[config.mk]
export PLATFORM = sky130hd
export DESIGN_NAME = heq_div
export DESIGN_NICKNAME = d
export VERILOG_FILES = /design/src/rtl/core/heq_pkg.sv /design/src/rtl/core/heq_div.sv
export SDC_FILE = /design/constraint.sdc
export NUM_CORES = 1
export LEC_CHECK = 0
export ABC_AREA = 1
export BUFFER_PORTS_ARGS = -buffer_cell sky130_fd_sc_hd__buf_2
export CORE_ASPECT_RATIO = 1.4
export CORE_MARGIN = 2
export CORE_UTILIZATION = 64
export CTS_BUF_LIST = sky130_fd_sc_hd__clkbuf_8 sky130_fd_sc_hd__clkbuf_16
export CTS_CLUSTER_SIZE = 20
export DETAILED_ROUTE_END_ITERATION = 10
export HOLD_SLACK_MARGIN = 0.1
export PLACE_DENSITY = 0.95
export SYNTH_ARGS = -nofsm -noshare
export SYNTH_HDL_FRONTEND = slang
export SYNTH_SLANG_ARGS = --single-unit
export TNS_END_PERCENT = 10
[constraint.sdc]
create_clock -name clk -period 7.6 [get_ports clk]
set_clock_uncertainty 0.2 [all_clocks]
set_input_delay 1.9 -clock clk [delete_from_list [all_inputs] [get_ports clk]]
set_output_delay 1.9 -clock clk [all_outputs]
set_load 0.1 [all_outputs]
[src/rtl/core/heq_pkg.sv]
// ----------------------------------------------------------------------------
// heq_pkg
// shared constants and types of the histogram equalizer
// ----------------------------------------------------------------------------
`default_nettype none

package heq_pkg;

	localparam int unsigned MAX_PIXELS = 4194304;
	localparam int unsigned LEVELS     = 256;
	localparam int unsigned LVL_W      = $clog2(LEVELS);
	localparam int unsigned CNT_W      = $clog2(MAX_PIXELS + 1);
	localparam int unsigned NUM_W      = CNT_W + LVL_W;
	localparam int unsigned STEP_W     = $clog2(LVL_W);

	typedef logic [LVL_W-1:0]  level_t;
	typedef logic [CNT_W-1:0]  count_t;
	typedef logic [NUM_W-1:0]  num_t;
	typedef logic [STEP_W-1:0] step_t;

	localparam level_t TOP_LEVEL = LVL_W'(LEVELS - 1);
	localparam count_t MAX_COUNT = CNT_W'(MAX_PIXELS);

	typedef struct packed {
		logic   clr;
		logic   rd_en;
		level_t rd_addr;
		logic   wr_en;
		level_t wr_addr;
		count_t wr_data;
	} bin_req_t;

endpackage

`default_nettype wire

[src/rtl/core/heq_div.sv]
// ----------------------------------------------------------------------------
// heq_div
// restoring divider, one quotient bit per cycle, eight-bit quotient
// ----------------------------------------------------------------------------
`default_nettype none

module heq_div import heq_pkg::*; (
	input  wire logic   clk,
	input  wire logic   arst_n,
	input  wire logic   start,
	input  wire num_t   num,
	input  wire count_t den,
	output logic        done,
	output level_t      quo
);

	num_t   rem_q;
	count_t den_q;
	step_t  step_q;
	logic   busy_q;
	num_t   trial;
	logic   fits;

	// numerator stays below 256 times the divisor, so eight bits suffice
	assign trial = NUM_W'(den_q) << step_q;
	assign fits  = rem_q >= trial;

	always_ff @(posedge clk or negedge arst_n) begin
		if (!arst_n) begin
			busy_q <= 1'b0;
			done   <= 1'b0;
			step_q <= '0;
		end else begin
			done <= 1'b0;
			if (start) begin
				busy_q <= 1'b1;
				step_q <= STEP_W'(LVL_W - 1);
			end else if (busy_q) begin
				step_q <= step_q - STEP_W'(1);
				if (step_q == '0) begin
					busy_q <= 1'b0;
					done   <= 1'b1;
				end
			end
		end
	end

	always_ff @(posedge clk) begin
		if (start) begin
			rem_q <= num;
			den_q <= den;
			quo   <= '0;
		end else if (busy_q) begin
			if (fits) begin
				rem_q <= rem_q - trial;
			end
			quo <= {quo[LVL_W-2:0], fits};
		end
	end

endmodule

`default_nettype wire
# [Yosys cells after proc, flatten, opt, wreduce, memory -nomap -nowiden]
# Cells that the tools add are included.
# Widths: inputs -> output; s select.
[word_totals] register_bits=67 out_inout_bits=9 in_bits=57 word_cells=25
[classes] reduce_logical=4 n_shift=1 addsub=2 magnitude_cmp=1 mux=11
[op_table] operator="$mux 31" n=3
[op_table] operator="$ge 31x31->1" n=1
[op_table] operator="$shl 23x3->31" n=1
[op_table] operator="$sub 31x31->31" n=1
[op_table] operator="$mux 1" n=6
[op_table] operator="$mux 3" n=2
[op_table] operator="$reduce_bool 2->1" n=2
[op_table] operator="$logic_not 3->1" n=1
[op_table] operator="$sub 3x1->3 const B" n=1
[op_table] operator="$reduce_and 2->1" n=1

# [Logic depth before layout (Yosys ltp)]
# Gate-level depths: netlist of the first run.
[logic_depth] ltp_word=5 ltp_mapped=21 ltp_nobuf=20

# [Least setup slack after synthesis of the first run]
# Ideal clock, no wire load.
[synth_path] kind="input-to-reg" startpoint="input port start" endpoint="register rem_q[0], enable pin" stages=4 arrival_ns=4.057 path_slack_ns=2.905 setup_time_ns=0.438 required_ns=6.962 path_buffers=2 path_cell_list="clkbuf_1 inv_1 buf_4 a31oi_1"
[synth_via] elab_chain_len=2 word_cells_on_any_way=3 cone_classes="reduce/logical: 3"
[synth_rtl] element="start, declared" line_no="heq_div.sv:10" source="input wire logic start,"
[synth_rtl] element="$reduce_bool 2->1 (no line)"
[synth_rtl] element="$reduce_and 2->1 (no line) *"
[synth_rtl] element="end signal, assigned" line_no="heq_div.sv:50" source="rem_q <= num;"
[synth_rtl] element="end signal, assigned" line_no="heq_div.sv:55" source="rem_q <= rem_q - trial;"
[synth_rtl] element="end, declared" line_no="heq_div.sv:17" source="num_t rem_q;"
# Mark *: on every way between the ends. The rest lies on a longest branch, timed or not.
# A chain may end at the register's enable or synchronous reset.

# [Worst setup path after layout of the first run]
[layout_path] startpoint="register step_q[2]" endpoint="register rem_q[24], enable pin"
[layout_via] elab_chain_len=4
[layout_rtl] element="start, declared" line_no="heq_div.sv:19" source="step_t step_q;"
[layout_rtl] element="start signal, assigned" line_no="heq_div.sv:37" source="step_q <= STEP_W'(LVL_W - 1);"
[layout_rtl] element="start signal, assigned" line_no="heq_div.sv:39" source="step_q <= step_q - STEP_W'(1);"
[layout_rtl] element="$shl 23x3->31" line_no="heq_div.sv:25" source="assign trial = NUM_W'(den_q) << step_q;"
[layout_rtl] element="$ge 31x31->1" line_no="heq_div.sv:26" source="assign fits = rem_q >= trial;"
[layout_rtl] element="$reduce_bool 2->1 (no line)"
[layout_rtl] element="$reduce_and 2->1 (no line)"
# No other way between the ends.

==> flow_metrics.env, run 1 <==
export IMPL_grt_usage=0.326
export IMPL_firstDrtPassIters=9
export IMPL_powerDensity_nw_per_um2=407
export IMPL_cts_num_sinks=67
export IMPL_setup_viol=0
export IMPL_finalWeightedCongestion=1.01
export IMPL_fmax_mhz=211
export IMPL_rsz0062_at_grt="no"
export IMPL_grt_first_pass_wirelength_mm=24.4
export IMPL_area_growth_pct=11.7
export IMPL_die_h_um=115
export IMPL_regArea_sq_um=1910
export IMPL_htreeDepth=3
export IMPL_path_clk_slew_ps=60
export IMPL_clk_path_buf_depth=2
export IMPL_cp_data_required_time_ps=7370
export IMPL_yosys_top_cells_area="edfxtp_1, nand2_1, inv_1"
export IMPL_grt_pass1_vias=5384
export IMPL_cap_violations=0
export IMPL_netlist_cell_type_count=36
export IMPL_clock_latency_ps=350
export IMPL_power_leakage_nw=3.39
export IMPL_crit_type="register to register"
export IMPL_drcViolationCount=0
export IMPL_yosysSeqAreaShare=0.339
export IMPL_fin_nets=1024
export IMPL_slew_viol_final=0
export IMPL_synth_edf_count=54
export IMPL_tns_ps=0
export IMPL_max_vdd_ir_drop_mv=0.292
export IMPL_ys_warn_count=0
export IMPL_hold_viol_final=0
export IMPL_portBuffers=65
export IMPL_die_w_um=83.3
export IMPL_antennaDiodeCount=0
export IMPL_start_util=0.658
export IMPL_synth_nets=971
export IMPL_cts_resized=0
export IMPL_critPathMaxFanout=31
export IMPL_cp_end_kind="register"
export IMPL_arrival_ps=4510
export IMPL_hold_class="register to register"
export IMPL_hpwl_mm=11.3
export IMPL_viasPerCell=5.57
export IMPL_tightest_slew_ps=1130
export IMPL_holdWs_ps=288
export IMPL_ant_nets=0
export IMPL_fillers=686
export IMPL_drt_initial_drc_count=647
export IMPL_postCtsSetupRepairBufs=0
export IMPL_ios=66
export IMPL_grt_ovfl_total=0
export IMPL_vias=5820
export IMPL_synth_cells=881
export IMPL_min_period_over_period=0.624
export IMPL_cts_root_buf="clkbuf_16"
export IMPL_synthesis_area_sq_um=5630
export IMPL_grt_max_degree=40
export IMPL_antenna_found_initial=0
export IMPL_syn_area_per_cell_sq_um=6.39
export IMPL_synthFlopType="edfxtp_1"
export IMPL_ys_seq_elements=67
export IMPL_core_area_sq_um=8560
export IMPL_multi_input_area_sq_um=3180
export IMPL_cts_made_buffers=9
export IMPL_async_reset_ff_frac=0.0746
export IMPL_layout_drive_gt1_share=0.110
export IMPL_min_period_ps=4740
export IMPL_synth_top_area_frac=0.288
export IMPL_slew_limit_headroom=0.248
export IMPL_cts_tree="done"
export IMPL_avgRoutedWirePerCell_um=14.3
export IMPL_critPathLaunchType="register"
export IMPL_num_rows=40
export IMPL_die_area_sq_um=9580
export IMPL_status="finished clean"
export IMPL_postCtsHoldBufs=0
export IMPL_synth_top_area_cell="edfxtp_1"
export IMPL_finalWirelength_mm=14.9
## final cells by class
cell class / count / area share
inverters: 118 / 0.0704
multi-input cells: 671 / 0.506
well taps: 105 / 0.0209
repair buffers: 67 / 0.0541
clock buffers: 9 / 0.0358
clock inverters: 7 / 0.0103
flip-flops and latches: 67 / 0.303
## routing by layer
metal  vias up  global-route usage  wire [um]
met1      2566               0.347       5480
met2       268               0.579       7310
met4         0               0.244       1190
li1       2899                   -          -
met3        87              0.0567        959
met5         -                   0          0
## cell usage in the layout (no fill, tap or decap), types with 3 or more instances in the layout
| master | netlist | layout |
|---|---|---|
| dfrtp_1 | 5 | 5 |
| dfxtp_1 | 8 | 8 |
| a31oi_1 | 5 | 4 |
| nand2_1 | 389 | 389 |
| o21ai_1 | 3 | 3 |
| nor2_2 | 5 | 5 |
| nand3_1 | 58 | 58 |
| inv_6 | 0 | 3 |
| nand4_1 | 4 | 4 |
| inv_1 | 115 | 115 |
| ha_1 | 32 | 32 |
| edfxtp_1 | 54 | 54 |
| buf_2 | 6 | 65 |
| a21oi_1 | 28 | 28 |
| nand3_2 | 4 | 4 |
| nor2_1 | 63 | 63 |
| nand2_2 | 5 | 5 |
| o21bai_1 | 3 | 3 |
| nand3b_1 | 3 | 3 |
| o21ai_0 | 48 | 48 |
| clkbuf_16 | 0 | 9 |
| xnor2_1 | 7 | 7 |
## per-stage QoR
step / area (sq um) / worst slack (ps) / utilization / cells / total power, mW
floorplan: 5630 / 2910 / - / 881 / 1.74
detailed placement: 6000 / 2940 / 0.701 / 1028 / 2.09
finish: 6290 / 2860 / 0.735 / 1044 / 2.56
global route: 6290 / 2360 / 0.735 / 1044 / 2.77
CTS: 6290 / 2910 / 0.735 / 1044 / 2.52
global placement: 6000 / 3110 / 0.701 / 1028 / 2.06
## state kept, by name, indices dropped and copies added, names as in the netlist
signal / count
busy_q: 1
den_q: 23
done: 1
quo: 8
rem_q: 31
step_q: 3
## cell families after synthesis
kind of cell / after synthesis / synth area share
simple gates: 537 / 0.386
flops: 67 / 0.339
xor+xnor: 8 / 0.0124
mux: 2 / 0.00355
buf+inv: 143 / 0.0993
fa+ha+maj: 33 / 0.0746
compound gates: 91 / 0.0860
## worst max-delay path, stage by stage, from the launching register on
cell and delay [ps]:
dfrtp_1 900, clkinv_1 780, nand2_1 240, o21ai_0 150, ha_1 400, nand2_1 110, nor2_1 270, nand2_1 90
nor2_1 100, nand2_1 80, nand3_1 80, nor2_1 80, a31oi_4 870
## where the power goes
group	switching [mW]	total, mW	internal [mW]
registers	0.0651	0.609	0.544
clock network	0.186	0.415	0.229
logic	1.03	1.54	0.506
total	1.28	2.56	1.28
## Yosys cell counts (2+ instances only)
library cell  number
clkbuf_1          13
nand3_2            4
nor3_1             2
a21oi_1           28
clkinv_1           2
nand3b_1           3
dfxtp_1            8
buf_4              2
nand2_1          389
or2_2              2
inv_1            115
buf_2              6
o21ai_0           48
dfrtp_1            5
nand3_1           58
mux2i_1            2
nand4_1            4
o21ai_1            3
xnor2_1            7
nor2_2             5
o211ai_1           2
edfxtp_1          54
ha_1              32
a31oi_1            5
buf_1              3
nor2_1            63
o21bai_1           3
nand2_2            5
## final timing paths
| check | startpoint | end | slack [ps] | cells after the start |
|---|---|---|---|---|
| worst max-delay path | step_q[2]$_DFFE_PN0P_ | rem_q[24]$_DFFE_PP_ | 2860 | 12 |
| worst min-delay path | quo[0]$_SDFFE_PP0P_ | quo[0]$_SDFFE_PP0P_ | 290 | 2 |
| worst max register to register | step_q[2]$_DFFE_PN0P_ | rem_q[24]$_DFFE_PP_ | 2860 | 12 |
| worst min register to register | quo[0]$_SDFFE_PP0P_ | quo[0]$_SDFFE_PP0P_ | 290 | 2 |
| max in group asynchronous | arst_n | busy_q$_DFF_PN0_ | 5910 | 1 |
| min in group asynchronous | arst_n | step_q[0]$_DFFE_PN0P_ | 1150 | 1 |
(Power assumes the default switching activity.)
==> run 2: changes to the inputs <==
--- a/config.mk
+++ b/config.mk
@@ -9,12 +9,12 @@
 export BUFFER_PORTS_ARGS = -buffer_cell sky130_fd_sc_hd__buf_2
 export CORE_ASPECT_RATIO = 1.4
 export CORE_MARGIN = 2
-export CORE_UTILIZATION = 64
+export CORE_UTILIZATION = 54
 export CTS_BUF_LIST = sky130_fd_sc_hd__clkbuf_8 sky130_fd_sc_hd__clkbuf_16
 export CTS_CLUSTER_SIZE = 20
 export DETAILED_ROUTE_END_ITERATION = 10
 export HOLD_SLACK_MARGIN = 0.1
-export PLACE_DENSITY = 0.95
+export PLACE_DENSITY = 0.87
 export SYNTH_ARGS = -nofsm -noshare
 export SYNTH_HDL_FRONTEND = slang
 export SYNTH_SLANG_ARGS = --single-unit
==> constraint.sdc (replaced) <==
create_clock -name clk -period 4.15 [get_ports clk]
set_clock_uncertainty 0.2 [all_clocks]
set_input_delay 1.0375 -clock clk [delete_from_list [all_inputs] [get_ports clk]]
set_output_delay 1.0375 -clock clk [all_outputs]
set_load 0.1 [all_outputs]
==> flow_metrics.env, run 2 (synthesis gave the netlist of run 1 again) <==
export IMPL_status="finished clean"
export IMPL_layout_drive_gt1_share=0.117
export IMPL_die_h_um=125
export IMPL_avgRoutedWirePerCell_um=14.6
export IMPL_critPathMaxFanout=22
export IMPL_core_area_sq_um=10300
export IMPL_cap_violations=0
export IMPL_hpwl_mm=12.6
export IMPL_power_switching_mw=2.34
export IMPL_postCtsHoldBufs=0
export IMPL_antennaDiodeCount=0
export IMPL_cp_data_required_time_ps=3970
export IMPL_p_seq_frac=0.235
export IMPL_final_common_cell="nand2_1"
export IMPL_largest_register="rem_q"
export IMPL_tightest_slew_ps=625
export IMPL_cts_tree="done"
export IMPL_critPathLaunchType="register"
export IMPL_grt_ovfl_total=0
export IMPL_grt_usage=0.293
export IMPL_power_leakage_nw=3.42
export IMPL_tns_ps=0
export IMPL_start_util=0.547
export IMPL_num_rows=44
export IMPL_pwr_share_clk=0.156
export IMPL_p_sw_frac=0.500
export IMPL_clk_path_buf_depth=2
export IMPL_cp_end_kind="register"
export IMPL_slew_limit_headroom=0.583
export IMPL_die_w_um=90.3
export IMPL_min_period_over_period=0.899
export IMPL_grt_first_pass_wirelength_mm=25.4
export IMPL_drt_initial_drc_count=397
export IMPL_hold_viol_final=0
export IMPL_cts_root_buf="clkbuf_16"
export IMPL_slew_viol_final=0
export IMPL_die_area_sq_um=11300
export IMPL_setup_viol=0
export IMPL_htreeDepth=3
export IMPL_p_comb_frac=0.609
export IMPL_path_clk_slew_ps=60
export IMPL_portBuffers=65
export IMPL_arrival_ps=3550
export IMPL_grt_pass1_vias=5375
export IMPL_largest_reg_flops=31
export IMPL_firstDrtPassIters=6
export IMPL_rsz0062_at_grt="no"
export IMPL_area_growth_pct=13.3
export IMPL_cts_resized=0
export IMPL_hold_class="register to register"
export IMPL_cts_num_sinks=67
export IMPL_fin_nets=1032
export IMPL_clock_latency_ps=350
export IMPL_cts_made_buffers=9
export IMPL_drcViolationCount=0
export IMPL_antenna_found_initial=0
export IMPL_grt_max_degree=39
export IMPL_finalWeightedCongestion=1.05
export IMPL_holdWs_ps=282
export IMPL_postCtsSetupRepairBufs=0
export IMPL_ant_nets=0
export IMPL_finalWirelength_mm=15.8
export IMPL_min_period_ps=3730
export IMPL_fmax_mhz=268
export IMPL_viasPerCell=5.22
export IMPL_vias=5668
export IMPL_most_common_layout_cells="nand2_1, inv_1, buf_2"
export IMPL_largestRegisters="rem_q x31, den_q x23, quo x8"
export IMPL_intPower_mw=2.34
export IMPL_powerDensity_nw_per_um2=735
export IMPL_ios=66
export IMPL_max_vdd_ir_drop_mv=0.509
export IMPL_crit_type="register to register"
## run 2: cell type report
cell class	instances	area, sq um
inverter	118	443
sequential	67	1910
clock inverter	7	51.3
tap	138	173
timing repair buffer	75	400
fill	996	3910
clock buffer	9	225
multi-input combinational	671	3180
## run 2: power by group through the flow
| stage | combinational [mW] | sequential (mW) | clock [mW] |
|---|---|---|---|
| final | 2.86 | 1.10 | 0.732 |
| after global routing | 3.21 | 1.11 | 0.769 |
| after CTS | 2.82 | 1.10 | 0.737 |
| after detailed placement | 2.80 | 1.11 | 0 |
| after global placement | 2.78 | 1.11 | 0 |
| after floorplan | 2.06 | 1.12 | 0 |
## run 2: critical path, stage by stage, from the launching register on
cell     delay [ps]
dfrtp_1         380
inv_1           460
nand2_1         160
nand2_1         110
inv_1            50
nand2_1          40
o21ai_0         120
nand2_1          90
nand2_1         100
ha_1            360
nand2_1         130
nor2_2          220
nand2_1         140
nor2_2          120
nand2_1          70
nand3_1         100
nor2_1           80
a31oi_4         140
buf_4           320
## run 2: per-layer routing
metal / global-route usage / vias up / part of all wire
li1: - / 2910 / -
met1: 0.314 / 2504 / 0.38
met2: 0.509 / 177 / 0.50
met3: 0.0436 / 77 / 0.041
met4: 0.233 / 0 / 0.080
met5: 0 / - / 0
## run 2: path summary, 6_finish.rpt
check                                           start               endpoint  slack [ps]  depth (start not counted)
worst max-delay path            step_q[0]$_DFFE_PN0P_    rem_q[10]$_DFFE_PP_         420                         18
worst min-delay path              quo[0]$_SDFFE_PP0P_    quo[0]$_SDFFE_PP0P_         280                          2
worst max register to register  step_q[0]$_DFFE_PN0P_    rem_q[10]$_DFFE_PP_         420                         18
worst min register to register    quo[0]$_SDFFE_PP0P_    quo[0]$_SDFFE_PP0P_         280                          2
max in group asynchronous                      arst_n  step_q[0]$_DFFE_PN0P_        3320                          1
min in group asynchronous                      arst_n       busy_q$_DFF_PN0_         300                          1
## run 2: metrics by stage
| stage | cells | instance area (sq um) | power, mW | worst slack [ps] | utilization |
|---|---|---|---|---|---|
| after floorplan | 881 | 5640 | 3.19 | 475 | - |
| final | 1085 | 6380 | 4.69 | 420 | 0.620 |
| after global placement | 1069 | 6100 | 3.89 | 620 | 0.593 |
| after detailed placement | 1069 | 6100 | 3.91 | 502 | 0.593 |
| after global routing | 1085 | 6380 | 5.09 | 132 | 0.620 |
| after CTS | 1085 | 6380 | 4.66 | 477 | 0.620 |
==> run 3: changes to the inputs <==
--- a/config.mk
+++ b/config.mk
@@ -15,6 +15,7 @@
 export DETAILED_ROUTE_END_ITERATION = 10
 export HOLD_SLACK_MARGIN = 0.1
 export PLACE_DENSITY = 0.87
+export RECOVER_POWER = 100
 export SYNTH_ARGS = -nofsm -noshare
 export SYNTH_HDL_FRONTEND = slang
 export SYNTH_SLANG_ARGS = --single-unit
==> flow_metrics.env, run 3 (synthesis gave the netlist of run 1 again) <==
export IMPL_clock_latency_ps=350
export IMPL_drt_initial_drc_count=383
export IMPL_tightest_slew_ps=1690
export IMPL_path_clk_slew_ps=60
export IMPL_grt_ovfl_total=0
export IMPL_cts_made_buffers=9
export IMPL_tns_ps=0
export IMPL_cp_end_kind="register"
export IMPL_holdWs_ps=283
export IMPL_fmax_mhz=268
export IMPL_cap_violations=2
export IMPL_viasPerCell=5.25
export IMPL_rsz0062_at_grt="no"
export IMPL_htreeDepth=3
export IMPL_avgRoutedWirePerCell_um=14.6
export IMPL_firstDrtPassIters=5
export IMPL_hold_viol_final=0
export IMPL_num_rows=44
export IMPL_die_w_um=90.3
export IMPL_area_growth_pct=12.5
export IMPL_fillers=1012
export IMPL_layout_drive_gt1_share=0.0971
export IMPL_total_power_mw=4.67
export IMPL_clk_path_buf_depth=2
export IMPL_final_common_cell="nand2_1"
export IMPL_die_h_um=125
export IMPL_grt_pass1_vias=5375
export IMPL_postCtsHoldBufs=0
export IMPL_core_area_sq_um=10300
export IMPL_ios=66
export IMPL_grt_usage=0.293
export IMPL_critPathLaunchType="register"
export IMPL_min_period_over_period=0.898
export IMPL_hold_class="register to register"
export IMPL_min_period_ps=3720
export IMPL_setup_viol=0
export IMPL_max_vdd_ir_drop_mv=0.505
export IMPL_largest_register="rem_q"
export IMPL_finalWeightedCongestion=1.05
export IMPL_finalWirelength_mm=15.8
export IMPL_status="complete, but fails checks"
export IMPL_largestRegisters="rem_q x31, den_q x23, quo x8"
export IMPL_violations="max-capacitance violations, max-slew violations"
export IMPL_arrival_ps=3540
export IMPL_start_util=0.547
export IMPL_slew_limit_headroom=-0.128
export IMPL_fin_nets=1032
export IMPL_largest_reg_flops=31
export IMPL_cts_num_sinks=67
export IMPL_crit_type="register to register"
export IMPL_power_leakage_nw=3.36
export IMPL_cts_tree="done"
export IMPL_slew_viol_final=65
export IMPL_antennaDiodeCount=0
export IMPL_portBuffers=65
export IMPL_most_common_layout_cells="nand2_1, inv_1, nor2_1"
export IMPL_grt_max_degree=39
export IMPL_cts_resized=0
export IMPL_ant_nets=0
export IMPL_powerDensity_nw_per_um2=737
export IMPL_postCtsSetupRepairBufs=0
export IMPL_cp_data_required_time_ps=3970
export IMPL_antenna_found_initial=0
export IMPL_vias=5692
export IMPL_die_area_sq_um=11300
export IMPL_cts_root_buf="clkbuf_16"
export IMPL_hpwl_mm=12.6
export IMPL_critPathMaxFanout=22
export IMPL_drcViolationCount=0
export IMPL_grt_first_pass_wirelength_mm=25.4
run 3: per-stage QoR:
stage / utilization / area [sq um] / cells / worst slack [ps]
2_1_floorplan: - / 5640 / 881 / 475
5_1_grt: 0.616 / 6340 / 1085 / 92.4
6_report: 0.616 / 6340 / 1085 / 425
3_3_place_gp: 0.593 / 6100 / 1069 / 620
3_5_place_dp: 0.593 / 6100 / 1069 / 502
4_1_cts: 0.620 / 6380 / 1085 / 477
run 3: final cells by class:
cell class | instances | area [sq um] | share of cell area
Clock buffer | 9 | 225 | 0.0355
Clock inverter | 7 | 51.3 | 0.00809
Inverter | 118 | 443 | 0.0699
Multi-Input combinational cell | 671 | 3160 | 0.499
Sequential cell | 67 | 1910 | 0.301
Tap cell | 138 | 173 | 0.0272
Timing Repair Buffer | 75 | 377 | 0.0594
run 3: per-layer routing:
layer	track usage	wire length, um
met1	0.314	5990
met2	0.509	7870
met3	0.0436	708
met4	0.233	1220
met5	0	0
run 3: final timing paths:
check | start | end | slack (ps) | cells after the start
worst min-delay path | quo[0]$_SDFFE_PP0P_ | quo[0]$_SDFFE_PP0P_ | 280 | 2
max in group asynchronous | arst_n | step_q[0]$_DFFE_PN0P_ | 3180 | 1
worst max-delay path | step_q[0]$_DFFE_PN0P_ | rem_q[10]$_DFFE_PP_ | 430 | 18
min in group asynchronous | arst_n | done$_DFF_PN0_ | 340 | 1
worst max register to register | step_q[0]$_DFFE_PN0P_ | rem_q[10]$_DFFE_PP_ | 430 | 18
worst min register to register | quo[0]$_SDFFE_PP0P_ | quo[0]$_SDFFE_PP0P_ | 280 | 2
run 3: critical path: stages (launching register included):
cell	delay (ps)
dfrtp_1	380
inv_1	470
nand2_1	100
nand2_1	80
inv_1	50
nand2_1	50
o21ai_0	120
nand2_1	90
o21ai_0	140
ha_1	410
nand2_1	110
nor2_1	230
nand2_1	120
nor2_2	140
nand2_1	70
nand3_1	100
nor2_1	80
a31oi_4	140
buf_4	320
run 3: where the power goes:
group	internal, mW	switching, mW	leakage, nW	total (mW)
clock	0.407	0.326	0.132	0.733
sequential	0.994	0.106	0.670	1.10
combinational	0.931	1.91	2.56	2.84
total	2.33	2.34	3.36	4.67
